<file path="src/rtl/bbe_pkg.sv">
`default_nettype none
package bbe_pkg;

	localparam int PIX_W   = 24;
	localparam int CH_W    = 8;
	localparam int SUM_W   = 12;
	localparam int CNT_W   = 4;
	localparam int RECIP_W = 20;
	localparam int PROD_W  = SUM_W + 1 + RECIP_W;

	localparam int  CFG_ADDR_W = 1;
	localparam int  CFG_DATA_W = 16;
	localparam logic [CFG_ADDR_W-1:0] REG_WIDTH  = 1'b0;
	localparam logic [CFG_ADDR_W-1:0] REG_HEIGHT = 1'b1;

	typedef struct packed {
		logic               ld_pix;
		logic               in_frame;
		logic               shift;
		logic               col0;
		logic [8:0]         mask;
		logic [CNT_W-1:0]   count;
		logic [RECIP_W-1:0] recip;
		logic               load;
		logic               last;
	} bbe_cmd_t;

	typedef struct packed {
		logic out_busy;
	} bbe_stat_t;

	// cells of the 3x3 view that fall inside the frame, index = column*3 + row
	function automatic logic [8:0] cell_mask(input logic [1:0] clo, input logic [1:0] rlo,
			input logic [1:0] rhi);
		logic [8:0] m;
		m = '0;
		for (int c = 0; c < 3; c++) begin
			for (int r = 0; r < 3; r++) begin
				m[c*3+r] = (2'(c) >= clo) && (2'(r) >= rlo) && (2'(r) <= rhi);
			end
		end
		return m;
	endfunction

	// ceil(2^20 / (2*count))
	function automatic logic [RECIP_W-1:0] recip_of(input logic [CNT_W-1:0] count);
		logic [RECIP_W-1:0] r;
		case (count)
			4'd1:    r = 20'd524288;
			4'd2:    r = 20'd262144;
			4'd3:    r = 20'd174763;
			4'd4:    r = 20'd131072;
			4'd6:    r = 20'd87382;
			4'd9:    r = 20'd58255;
			default: r = '0;
		endcase
		return r;
	endfunction

endpackage
`default_nettype wire

</file>
<file path="src/rtl/bbe_ctrl.sv">
`default_nettype none
module bbe_ctrl import bbe_pkg::*; #(
	parameter int MAX_WIDTH = 1024
) (
	input  wire logic                    clk,
	input  wire logic                    arst_n,
	input  wire logic                    s_tvalid,
	output      logic                    s_tready,
	input  wire logic                    cfg_wr,
	input  wire logic [CFG_ADDR_W-1:0]   cfg_addr,
	input  wire logic [CFG_DATA_W-1:0]   cfg_data,
	input  wire bbe_stat_t               stat,
	output      bbe_cmd_t                cmd,
	output      logic [$clog2(MAX_WIDTH)-1:0] rd_addr,
	output      logic                    wr_en,
	output      logic [$clog2(MAX_WIDTH)-1:0] wr_addr
);
	localparam int AW = $clog2(MAX_WIDTH);
	localparam int WW = $clog2(MAX_WIDTH + 1);

	localparam logic [1:0] ST_IDLE = 2'd0;
	localparam logic [1:0] ST_SUM  = 2'd1;
	localparam logic [1:0] ST_MUL  = 2'd2;

	logic [1:0]  state_q;
	logic [10:0] width_q;
	logic [15:0] height_q;

	logic [AW-1:0] col_q, ncol_q, hold_q;
	logic [WW-1:0] pre_q;
	logic          active_q;
	logic [15:0]   nrow_q;
	logic [16:0]   krow_q;

	logic               col0_q, prod_q, last_q;
	logic [8:0]         mask_q;
	logic [CNT_W-1:0]   cnt_q;
	logic [RECIP_W-1:0] recip_q;

	logic [WW-1:0] weff, w_m1;
	logic [15:0]   heff, h_m1;
	logic          accept, col_wrap, last;
	logic [1:0]    clo, rlo, rhi;
	logic [CNT_W-1:0] cnt;

	always_comb begin
		if (width_q == '0) begin
			weff = WW'(1);
		end else if (32'(width_q) > MAX_WIDTH) begin
			weff = WW'(MAX_WIDTH);
		end else begin
			weff = WW'(width_q);
		end
		w_m1 = weff - WW'(1);
		heff = (height_q == '0) ? 16'd1 : height_q;
		h_m1 = heff - 16'd1;

		accept   = s_tvalid && s_tready;
		col_wrap = (WW'(col_q) == w_m1);
		last     = active_q && (nrow_q == h_m1) && (WW'(ncol_q) == w_m1);

		if (col_q == '0) begin
			clo = (weff >= WW'(2)) ? 2'd1 : 2'd2;
		end else begin
			clo = (WW'(col_q) >= WW'(2)) ? 2'd0 : 2'd1;
		end
		rlo = (nrow_q != '0) ? 2'd0 : 2'd1;
		rhi = (nrow_q < h_m1) ? 2'd2 : 2'd1;
		cnt = CNT_W'(2'd3 - clo) * CNT_W'(rhi - rlo + 2'd1);
	end

	assign s_tready = (state_q == ST_IDLE);
	assign rd_addr  = col_q;
	assign wr_en    = (state_q == ST_SUM);
	assign wr_addr  = hold_q;

	always_comb begin
		cmd          = '0;
		cmd.ld_pix   = accept;
		cmd.in_frame = (krow_q < {1'b0, heff});
		cmd.shift    = (state_q == ST_SUM);
		cmd.col0     = col0_q;
		cmd.mask     = mask_q;
		cmd.count    = cnt_q;
		cmd.recip    = recip_q;
		cmd.load     = (state_q == ST_MUL) && prod_q && !stat.out_busy;
		cmd.last     = last_q;
	end

	always_ff @(posedge clk) begin
		if (accept) begin
			hold_q     <= col_q;
			col0_q     <= (col_q == '0);
			mask_q     <= cell_mask(clo, rlo, rhi);
			cnt_q      <= cnt;
			recip_q    <= recip_of(cnt);
			last_q     <= last;
		end
	end

	always_ff @(posedge clk or negedge arst_n) begin
		if (!arst_n) begin
			state_q  <= ST_IDLE;
			width_q  <= 11'd1024;
			height_q <= 16'd768;
			col_q    <= '0;
			ncol_q   <= '0;
			pre_q    <= '0;
			active_q <= 1'b0;
			nrow_q   <= '0;
			krow_q   <= '0;
			prod_q   <= 1'b0;
		end else begin
			case (state_q)
				ST_IDLE: begin
					if (accept) begin
						state_q <= ST_SUM;
						prod_q  <= active_q;
					end
				end
				ST_SUM: begin
					state_q <= ST_MUL;
				end
				ST_MUL: begin
					if (!prod_q || !stat.out_busy) begin
						state_q <= ST_IDLE;
					end
				end
				default: begin
					state_q <= ST_IDLE;
				end
			endcase

			if (cfg_wr) begin
				if (cfg_addr == REG_WIDTH) begin
					width_q <= cfg_data[10:0];
				end else begin
					height_q <= cfg_data;
				end
			end

			if (cfg_wr || (accept && last)) begin
				col_q    <= '0;
				ncol_q   <= '0;
				pre_q    <= '0;
				active_q <= 1'b0;
				nrow_q   <= '0;
				krow_q   <= '0;
			end else if (accept) begin
				if (col_wrap) begin
					col_q  <= '0;
					krow_q <= krow_q + 17'd1;
				end else begin
					col_q <= col_q + AW'(1);
				end
				if (!active_q) begin
					if (pre_q == weff) begin
						active_q <= 1'b1;
					end else begin
						pre_q <= pre_q + WW'(1);
					end
				end else if (WW'(ncol_q) == w_m1) begin
					ncol_q <= '0;
					nrow_q <= nrow_q + 16'd1;
				end else begin
					ncol_q <= ncol_q + AW'(1);
				end
			end
		end
	end
endmodule
`default_nettype wire

</file>
<file path="config.mk">
export PLATFORM = sky130hd
export DESIGN_NAME = bbe_ctrl
export DESIGN_NICKNAME = d
export VERILOG_FILES = /design/src/rtl/bbe_pkg.sv /design/src/rtl/bbe_ctrl.sv
export SDC_FILE = /design/constraint.sdc
export NUM_CORES = 1
export LEC_CHECK = 0
export BUFFER_PORTS_ARGS = -buffer_cell sky130_fd_sc_hd__buf_2
export CAP_MARGIN = 20
export CELL_PAD_IN_SITES_DETAIL_PLACEMENT = 1
export CELL_PAD_IN_SITES_GLOBAL_PLACEMENT = 1
export CORE_MARGIN = 5
export CORE_UTILIZATION = 40
export CTS_BUF_LIST = sky130_fd_sc_hd__clkbuf_4 sky130_fd_sc_hd__clkbuf_8 sky130_fd_sc_hd__clkbuf_16
export CTS_CLUSTER_DIAMETER = 80
export DETAILED_ROUTE_END_ITERATION = 12
export GPL_ROUTABILITY_DRIVEN = 0
export PLACE_DENSITY_LB_ADDON = 0.1
export SYNTH_ARGS = -nofsm -noshare
export SYNTH_HDL_FRONTEND = slang
export SYNTH_SLANG_ARGS = --single-unit
</file>
<file path="constraint.sdc">
create_clock -name clk -period 9.88 [get_ports clk]
set_input_delay 0.988 -clock clk [delete_from_list [all_inputs] [get_ports clk]]
set_output_delay 0.988 -clock clk [all_outputs]
set_load 0.05 [all_outputs]
</file>
==> summary.txt, run 1 <==
number of global-route vias before repair = 6879
Synth Register Bits = 128
GRT Overall Usage = 19.2%
Period minus WS final = 6.25 ns
yosys synthesis warning count = 0
Worst-Skew Late Latency = 0.42 ns
area leader, netlist = dfrtp_1
CTS buffer count = 17
die width = 153 µm
# rows = 52
Async S/R FF share, synth = 74.2%
period utilisation layout = 63.3%
MaxCap Viol Count = 0
maximum vdd ir drop = 0.125 mV
post-synthesis compound-gate area fraction = 11.7%
Synth top area share = 28.3%
status = finished, final reports clean
Worst slew margin = 29.8%
Remaining DRCs = 0
Post-synth EDFFs = 33
DRT Wirelength = 22500 µm
register area share after synthesis = 41.4%
dpl hpwl = 16900 µm
FF-to-FF path depth = 27
# diodes = 0
main combinational cell family by area after synthesis = simple AND/OR/NAND/NOR gates
Final Hold Viols = 0
XOR/XNOR Fraction of Synth Area = 8.17%
WS Path Type = reg -> reg
final total power = 1.63 mW
Setup crit start kind = flip-flop
Mapped Avg Cell Area = 9.64 µm²
share of layout cells above drive strength 1 = 19.0%
Syn Inst Count = 845
Clock Path Buffers = 2
core box area = 20200 µm²
TritonRoute pass-1 iters = 4
routed vias = 6556
most common cell in the netlist = dfrtp_1
Port Buf Inserts = 82
fin nets = 962
pin count of the biggest net entering global routing = 73
# H-tree levels = 4
global-route wire length before repair = 36800 µm
Top FF cell, synth = dfrtp_1
CP Data Required Time = 10.14 ns
Root Driver = clkbuf_16
synth cell count leaders = dfrtp_1, nor2_1, nand2_1, xnor2_1, ha_1
vias per cell = 5.58
Die ar. = 23300 µm²
crit path max fanout = 5
Layout Skew = 0.00981 ns
power density over the cells = 178 nW/µm²
max-slew violation count = 0
I/O pin cnt = 83
setup_tns = 0 ns
post-synthesis mux area share = 4.61%
drt wl/cell = 19.1 µm
RSZ-0062 raised after global routing = no
Worst Tran Pin Value = 1.05 ns
die height = 153 µm
Filler Cell Count = 2336
Worst Hold Class = in -> async
post-synth cell types = 78
syn nets = 915
DRT iter0 DRCs = 260
# clock sinks = 128
TritonCTS clock tree = built
cts hold-fix bufs = 0
crit end category = flip-flop
post-synthesis adder-cell area fraction = 7.37%
post-detailed-route count of antenna-violating nets = 0
initial antenna violation count = 0
grt total ovfl = 0
Setup Buffers After CTS = 0
mapped cell area = 8150 µm²
Lkg Pwr = 3.91 nW
Setup Viol. Count Final = 0
CP arrival = 6.51 ns
area grow syn2layout = 12.6%
post_cts resized = 0
Synth Area in Simple Gates = 21.4%
R2R setup slack = 3.63 ns
Initial Util = 40.4%
synth top area cells = dfrtp_1, edfxtp_1, ha_1, xnor2_1, nor2_1
Fmax = 160 MHz
clock-pin slew on the worst setup and hold paths = 0.06 ns
==> stage by stage <==
stage	hold slack [ns]	worst slack, ns	cells	utilization, %	instance area, µm²
global route	0.486	3.19	1175	45.5	9170
global placement	0.464	4.05	1143	42.7	8620
finish	0.478	3.63	1175	45.5	9170
detailed placement	0.491	3.65	1143	42.7	8620
floorplan	0.447	4.53	845	-	8150
CTS	0.471	3.59	1175	45.5	9170
==> worst max-delay path, cell delays in order, from the launching register on <==
cell and delay [ns]:
dfrtp_1 0.41, or3_1 0.38, or3_1 0.37, nor3_1 0.37
a21oi_1 0.20, ha_1 0.26, nand3_1 0.17, or3_1 0.17
nor3_1 0.06, xnor2_1 0.13, ha_1 0.30, nand4_1 0.19
a211o_1 0.36, a21o_1 0.17, nand2_1 0.13, inv_1 0.10
ha_1 0.19, a21bo_2 0.18, a31o_2 0.17, xnor2_1 0.13
nor2_1 0.06, ha_1 0.28, ha_1 0.21, xor2_1 0.32
nor4b_1 0.35, mux2i_1 0.16, o21ai_1 0.15, o21bai_1 0.15
==> path summary, 6_finish.rpt <==
path,startpoint,to
max,height_q[7],recip_q[1]
min,arst_n,krow_q[16]
max reg2reg,height_q[7],recip_q[1]
min reg2reg,prod_q,prod_q
max in group asynchronous,arst_n,rd_addr[4]
min in group clk,prod_q,prod_q
==> kinds of logic (layout without fill, tap and decap cells) <==
family	after synthesis	count (layout)
DFF	128	128
adders and majority gates	48	48
muxes	34	34
xor gates and xnor gates	76	76
other	1	1
and+or+nand+nor	331	331
AOI/OAI and AO/OA	134	134
buffers and inverters	93	153
==> state kept, by name, summed over array words and instances (netlist names) <==
signal / cells
active_q: 1
cnt_q: 4
col0_q: 1
height_q: 16
krow_q: 17
last_q: 1
mask_q: 9
ncol_q: 10
nrow_q: 16
pre_q: 11
prod_q: 1
rd_addr: 10
recip_q: 8
state_q: 2
width_q: 11
wr_addr: 10
==> cell type report <==
cell class              instances  area, µm²  share of cell area, %
multi-input cells             624       4340                   47.3
flip-flops and latches        128       3370                   36.8
clock buffers                  18        433                   4.72
repair buffers                 84        428                   4.67
well taps                     270        338                   3.68
inverters                      37        139                   1.51
clock inverters                14        121                   1.32
==> power breakdown <==
group | internal [mW] | switching [mW]
Sequential | 0.593 | 0.0594
Clock | 0.348 | 0.247
Combinational | 0.120 | 0.265
==> per-layer routing <==
layer | GRT usage (%) | wire [µm]
met2 | 32.0 | 10700
met5 | 0 | 0
met3 | 3.69 | 874
met4 | 5.30 | 307
met1 | 25.7 | 10600
==> cells in the final DEF (no fill, tap or decap), types with 7 or more instances in the layout <==
cell type	n
xor2_1	24
a21oi_1	26
nand4_1	25
o21ai_0	24
or3_1	17
edfxtp_1	33
a31oi_1	10
a21o_1	13
dfrtp_1	92
a211oi_1	10
ha_1	48
nor4_1	16
nor2_1	88
inv_1	37
nand2_1	68
and3_1	15
buf_2	81
nor3_1	26
mux2_2	28
clkbuf_16	17
nor2b_1	7
nand2b_1	9
nand3_1	23
xnor2_1	52
Power figures use the tool's default switching activity.
==> run 2, diff against run 1 <==
==> constraint.sdc (replaced) <==
create_clock -name clk -period 5.53 [get_ports clk]
set_input_delay 0.553 -clock clk [delete_from_list [all_inputs] [get_ports clk]]
set_output_delay 0.553 -clock clk [all_outputs]
set_load 0.05 [all_outputs]
==> summary.txt, run 2 (synthesis results as in run 1) <==
Root Driver = clkbuf_16
initial antenna violation count = 0
most common cell after layout, fill and taps aside = dfrtp_1
GRT Overall Usage = 20.3%
TritonRoute pass-1 iters = 4
max-slew violation count = 0
Worst Hold Class = in -> async
final total power = 3.07 mW
Placed Area = 8800 µm²
CTS buffer count = 17
# clock sinks = 128
Remaining DRCs = 0
Clock Path Buffers = 2
I/O pin cnt = 83
slowest CP cell = dfstp_2
dpl hpwl = 17200 µm
number of global-route vias before repair = 7185
MaxCap Viol Count = 0
routed vias = 6666
Worst-Skew Late Latency = 0.43 ns
maximum vdd ir drop = 0.218 mV
Setup crit start kind = flip-flop
global routing met2 resource utilization = 33.1%
die height = 153 µm
drt wl/cell = 19.3 µm
Worst slew margin = 26.9%
cts hold-fix bufs = 0
area grow syn2layout = 18.2%
Port Buf Inserts = 82
Layout Skew = 0.0123 ns
crit path max fanout = 4
Setup Viol. Count Final = 0
crit-path max cell delay = 0.39 ns
Lkg Pwr = 4.12 nW
Period minus WS final = 5.40 ns
# rows = 52
status = finished, final reports clean
final instance area = 9630 µm²
most frequent cells in the layout = dfrtp_1, nor2_1, buf_2, nand2_1, xnor2_1
Fmax = 185 MHz
Most flops, register = krow_q
pin count of the biggest net entering global routing = 66
Top Registers = krow_q (17), height_q (16), nrow_q (16)
fin nets = 993
most used routing layer = met2
CP arrival = 5.56 ns
share of layout cells above drive strength 1 = 24.5%
period utilisation layout = 97.6%
# H-tree levels = 4
core box area = 20200 µm²
Worst Tran Pin Value = 1.09 ns
Die ar. = 23300 µm²
CP Data Required Time = 5.69 ns
WS Path Type = reg -> reg
# diodes = 0
power density over the cells = 319 nW/µm²
Initial Util = 40.4%
vias per cell = 5.53
crit end category = flip-flop
global-route wire length before repair = 38700 µm
most frequent CP cell = or3_4
grt total ovfl = 0
max FFs per register = 17
Hold WS = 0.0714 ns
GR Layer Usage met1 = 27.6%
die width = 153 µm
DRT Wirelength = 23300 µm
Final Hold Viols = 0
DRT iter0 DRCs = 311
post-detailed-route count of antenna-violating nets = 0
clock-pin slew on the worst setup and hold paths = 0.06 ns
RSZ-0062 raised after global routing = yes
TritonCTS clock tree = built
met3 GRT Util = 3.98%
## run 2: where the power goes
part | internal [mW] | leakage (nW) | switching (mW)
clock | 0.719 | 0.288 | 0.446
sequential | 1.06 | 1.56 | 0.0929
combinational | 0.245 | 2.27 | 0.506
total | 2.02 | 4.12 | 1.04
## run 2: path summary, 6_finish.rpt
check                                  from    endpoint  slack [ns]  depth (start not counted)
worst max-delay path            height_q[8]  recip_q[1]        0.13                         27
worst min-delay path                 arst_n  krow_q[11]        0.07                          1
worst max register to register  height_q[8]  recip_q[1]        0.13                         27
worst min register to register       prod_q      prod_q        0.48                          2
max in group asynchronous            arst_n  rd_addr[7]        4.21                          2
min in group clk                       stat  state_q[1]        0.35                          2
## run 2: final cells by class
| type | instances | area [µm²] |
|---|---|---|
| Clock inverter | 14 | 166 |
| Tap cell | 270 | 338 |
| Fill cell | 2312 | 10500 |
| Inverter | 37 | 139 |
| Clock buffer | 18 | 439 |
| Sequential cell | 128 | 3370 |
| Multi-Input combinational cell | 624 | 4520 |
| Timing Repair Buffer | 115 | 661 |
## run 2: per-layer routing
metal	routed length (µm)	vias up
met3	833	31
met2	11000	132
li1	-	3173
met4	363	0
met5	0	-
met1	11100	3330
## run 2: metrics by stage
| stage | cells | utilization, % | TNS, ns | setup slack (ns) |
|---|---|---|---|---|
| 2_1_floorplan | 845 | - | 0 | 0.183 |
| 3_3_place_gp | 1167 | 43.6 | 0 | 0.114 |
| 3_5_place_dp | 1167 | 43.6 | -0.440 | -0.229 |
| 4_1_cts | 1203 | 47.0 | 0 | 0.00813 |
| 5_1_grt | 1206 | 47.8 | -0.101 | -0.101 |
| 6_report | 1206 | 47.8 | 0 | 0.134 |
## run 2: what timing repair did
action                                 4_1_cts  5_1_grt
pin swaps                                    5       10
endpoints found under the hold margin        0        0
setup buffers                                4        3
setup endpoints to repair                    9        9
resized for setup                           11       22
## run 2: worst max-delay path, delay by kind of cell, from the launching register on
kind            cells  cell delay [ns]
fa+ha+maj           5             1.07
simple gates        9             1.61
compound gates      8             1.36
flops               1             0.39
mux                 1             0.19
xor+xnor            3             0.43
buf+inv             1             0.07
==> run 3, diff against run 2 <==
--- a/config.mk
+++ b/config.mk
@@ -5,6 +5,7 @@
 export SDC_FILE = /design/constraint.sdc
 export NUM_CORES = 1
 export LEC_CHECK = 0
+export ABC_AREA = 1
 export BUFFER_PORTS_ARGS = -buffer_cell sky130_fd_sc_hd__buf_2
 export CAP_MARGIN = 20
 export CELL_PAD_IN_SITES_DETAIL_PLACEMENT = 1
@@ -15,7 +16,7 @@
 export CTS_CLUSTER_DIAMETER = 80
 export DETAILED_ROUTE_END_ITERATION = 12
 export GPL_ROUTABILITY_DRIVEN = 0
-export PLACE_DENSITY_LB_ADDON = 0.1
+export PLACE_DENSITY_LB_ADDON = 0.2
 export SYNTH_ARGS = -nofsm -noshare
 export SYNTH_HDL_FRONTEND = slang
 export SYNTH_SLANG_ARGS = --single-unit
==> summary.txt, run 3 <==
DRT iter0 DRCs = 333
die height = 158 µm
CP Data Required Time = 5.70 ns
most common cell after layout, fill and taps aside = nand2_1
setup_tns = 0 ns
synth top area cells = dfrtp_1, edfxtp_1, nand2_1, ha_1, inv_1
most common cell in the netlist = nand2_1
area grow syn2layout = 14.1%
maximum vdd ir drop = 0.197 mV
most frequent CP cell = nand2_2
register area share after synthesis = 38.6%
area leader, netlist = dfrtp_1
post-detailed-route count of antenna-violating nets = 0
DRT Wirelength = 24700 µm
die width = 158 µm
Port Buf Inserts = 82
share of layout cells above drive strength 1 = 17.4%
cts hold-fix bufs = 0
CTS buffer count = 17
vias per cell = 5.14
Final Hold Viols = 0
grt total ovfl = 0
Async S/R FF share, synth = 74.2%
# clock sinks = 128
Synth top area share = 26.3%
pin count of the biggest net entering global routing = 61
crit end category = flip-flop
Seq pwr share = 33.2%
TritonRoute pass-1 iters = 4
syn nets = 1180
# rows = 54
GRT Overall Usage = 20.2%
max FFs per register = 17
status = finished, final reports clean
dpl cells = 1434
Remaining DRCs = 0
mapped cell area = 8740 µm²
routed vias = 7576
post-synth cell types = 57
Clock Path Buffers = 2
Synth Register Bits = 128
Worst Hold Class = in -> async
Worst Tran Pin Value = 0.964 ns
max-slew violation count = 0
# diodes = 0
Final Core Density = 46.0%
Fmax = 191 MHz
Die ar. = 24900 µm²
Post-synth EDFFs = 33
Most flops, register = krow_q
TritonCTS clock tree = built
initial antenna violation count = 0
most frequent cells in the layout = nand2_1, inv_1, nor2_1, dfrtp_1, buf_2
final total power = 3.75 mW
global-route wire length before repair = 39900 µm
I/O pin cnt = 83
fin nets = 1250
power density over the cells = 376 nW/µm²
Switching Fraction = 43.9%
Layout Skew = 0.0133 ns
yosys synthesis warning count = 0
Worst slew margin = 35.6%
dpl hpwl = 18700 µm
Mapped Avg Cell Area = 7.87 µm²
MaxCap Viol Count = 0
Period minus WS final = 5.25 ns
period utilisation layout = 94.8%
Top Registers = krow_q (17), height_q (16), nrow_q (16)
core box area = 21700 µm²
Top FF cell, synth = dfrtp_1
WS Path Type = reg -> reg
# H-tree levels = 4
combinational power share = 37.2%
clock-pin slew on the worst setup and hold paths = 0.07 ns
clock share of power = 29.6%
Net Sw Power = 1.65 mW
crit-path max cell delay = 0.58 ns
Setup Viol. Count Final = 0
Worst-Skew Late Latency = 0.43 ns
synth cell count leaders = nand2_1, inv_1, nor2_1, dfrtp_1, nand3_1
crit path max fanout = 4
number of global-route vias before repair = 7624
slowest CP cell = dfstp_2
Setup crit start kind = flip-flop
Syn Inst Count = 1110
Lkg Pwr = 4.99 nW
Internal = 2.11 mW
drt wl/cell = 16.8 µm
Root Driver = clkbuf_16
Initial Util = 40.3%
CP arrival = 5.42 ns
final non-filler cell total = 1473
-- run 3: changes by cell type after synthesis, moves of 14 or more --
cell      change
clkbuf_1     -19
or3_1        -17
nand3_1      +56
inv_1       +113
xor2_1       +35
nor2_1       +22
nand2_1     +186
and3_1       -14
mux2_2       -28
xnor2_1      -44
nand3_2      +19
-- run 3: logic make-up after synthesis --
logic type	count (synthesis)	share of synthesized area (%)
and+or+nand+nor	573	30.4
buffers and inverters	200	10.6
DFF	128	38.6
AOI/OAI and AO/OA	91	6.40
xor gates and xnor gates	68	6.90
adders and majority gates	48	6.87
other	1	0.0429
muxes	1	0.115
-- run 3: worst paths after layout --
path | slack, ns | cells past startpoint | end | start
max | 0.28 | 30 | recip_q[1] | height_q[9]
max in group asynchronous | 4.21 | 2 | nrow_q[4] | arst_n
min in group clk | 0.37 | 3 | height_q[13] | cfg_data[13]
min | 0.09 | 1 | pre_q[10] | arst_n
max reg2reg | 0.28 | 30 | recip_q[1] | height_q[9]
min reg2reg | 0.50 | 2 | height_q[7] | height_q[7]
-- run 3: critical path: cells and delay by family (launching register included) --
| family | cells | cell delay, ns |
|---|---|---|
| compound gates | 2 | 0.33 |
| xor+xnor | 2 | 0.35 |
| fa+ha+maj | 4 | 0.95 |
| buf+inv | 2 | 0.12 |
| flops | 1 | 0.58 |
| simple gates | 20 | 2.65 |
-- run 3: stage by stage --
step                hold WS [ns]  cell area, µm²  setup WS [ns]
floorplan                  0.257            8740          0.657
global placement           0.470            9200         0.0639
detailed placement         0.484            9200         -0.119
CTS                        0.100            9790         0.0122
global route               0.128            9970        -0.0490
finish                    0.0944            9970          0.285
-- run 3: layout make-up --
type	count	area, µm²
tap	280	350
clock inverter	15	145
sequential	128	3370
multi-input combinational	782	4570
fill	2683	11700
timing repair buffer	94	515
inverter	157	593
clock buffer	17	425
-- run 3: power by group through the flow --
stage                     Clock [mW]  Combinational [mW]  Sequential, mW
after floorplan                    0               0.860            1.45
after global placement             0                1.31            1.26
after detailed placement           0                1.35            1.26
after CTS                       1.14                1.36            1.25
after global routing            1.18                1.54            1.26
final                           1.11                1.40            1.25
-- run 3: layer usage --
metal | share of wire (%) | global-route usage, % | vias up
met5 | 0 | 0 | -
met4 | 1.0 | 4.92 | 0
met3 | 3.6 | 2.87 | 20
met2 | 46 | 33.0 | 127
met1 | 49 | 28.4 | 3677
li1 | - | - | 3752
-- run 3: timing repair --
action,in CTS,in global routing
resized for setup,3,32
buffers inserted,0,7
cloned,0,0
endpoints found under the setup margin,6,9
pin swaps,0,25
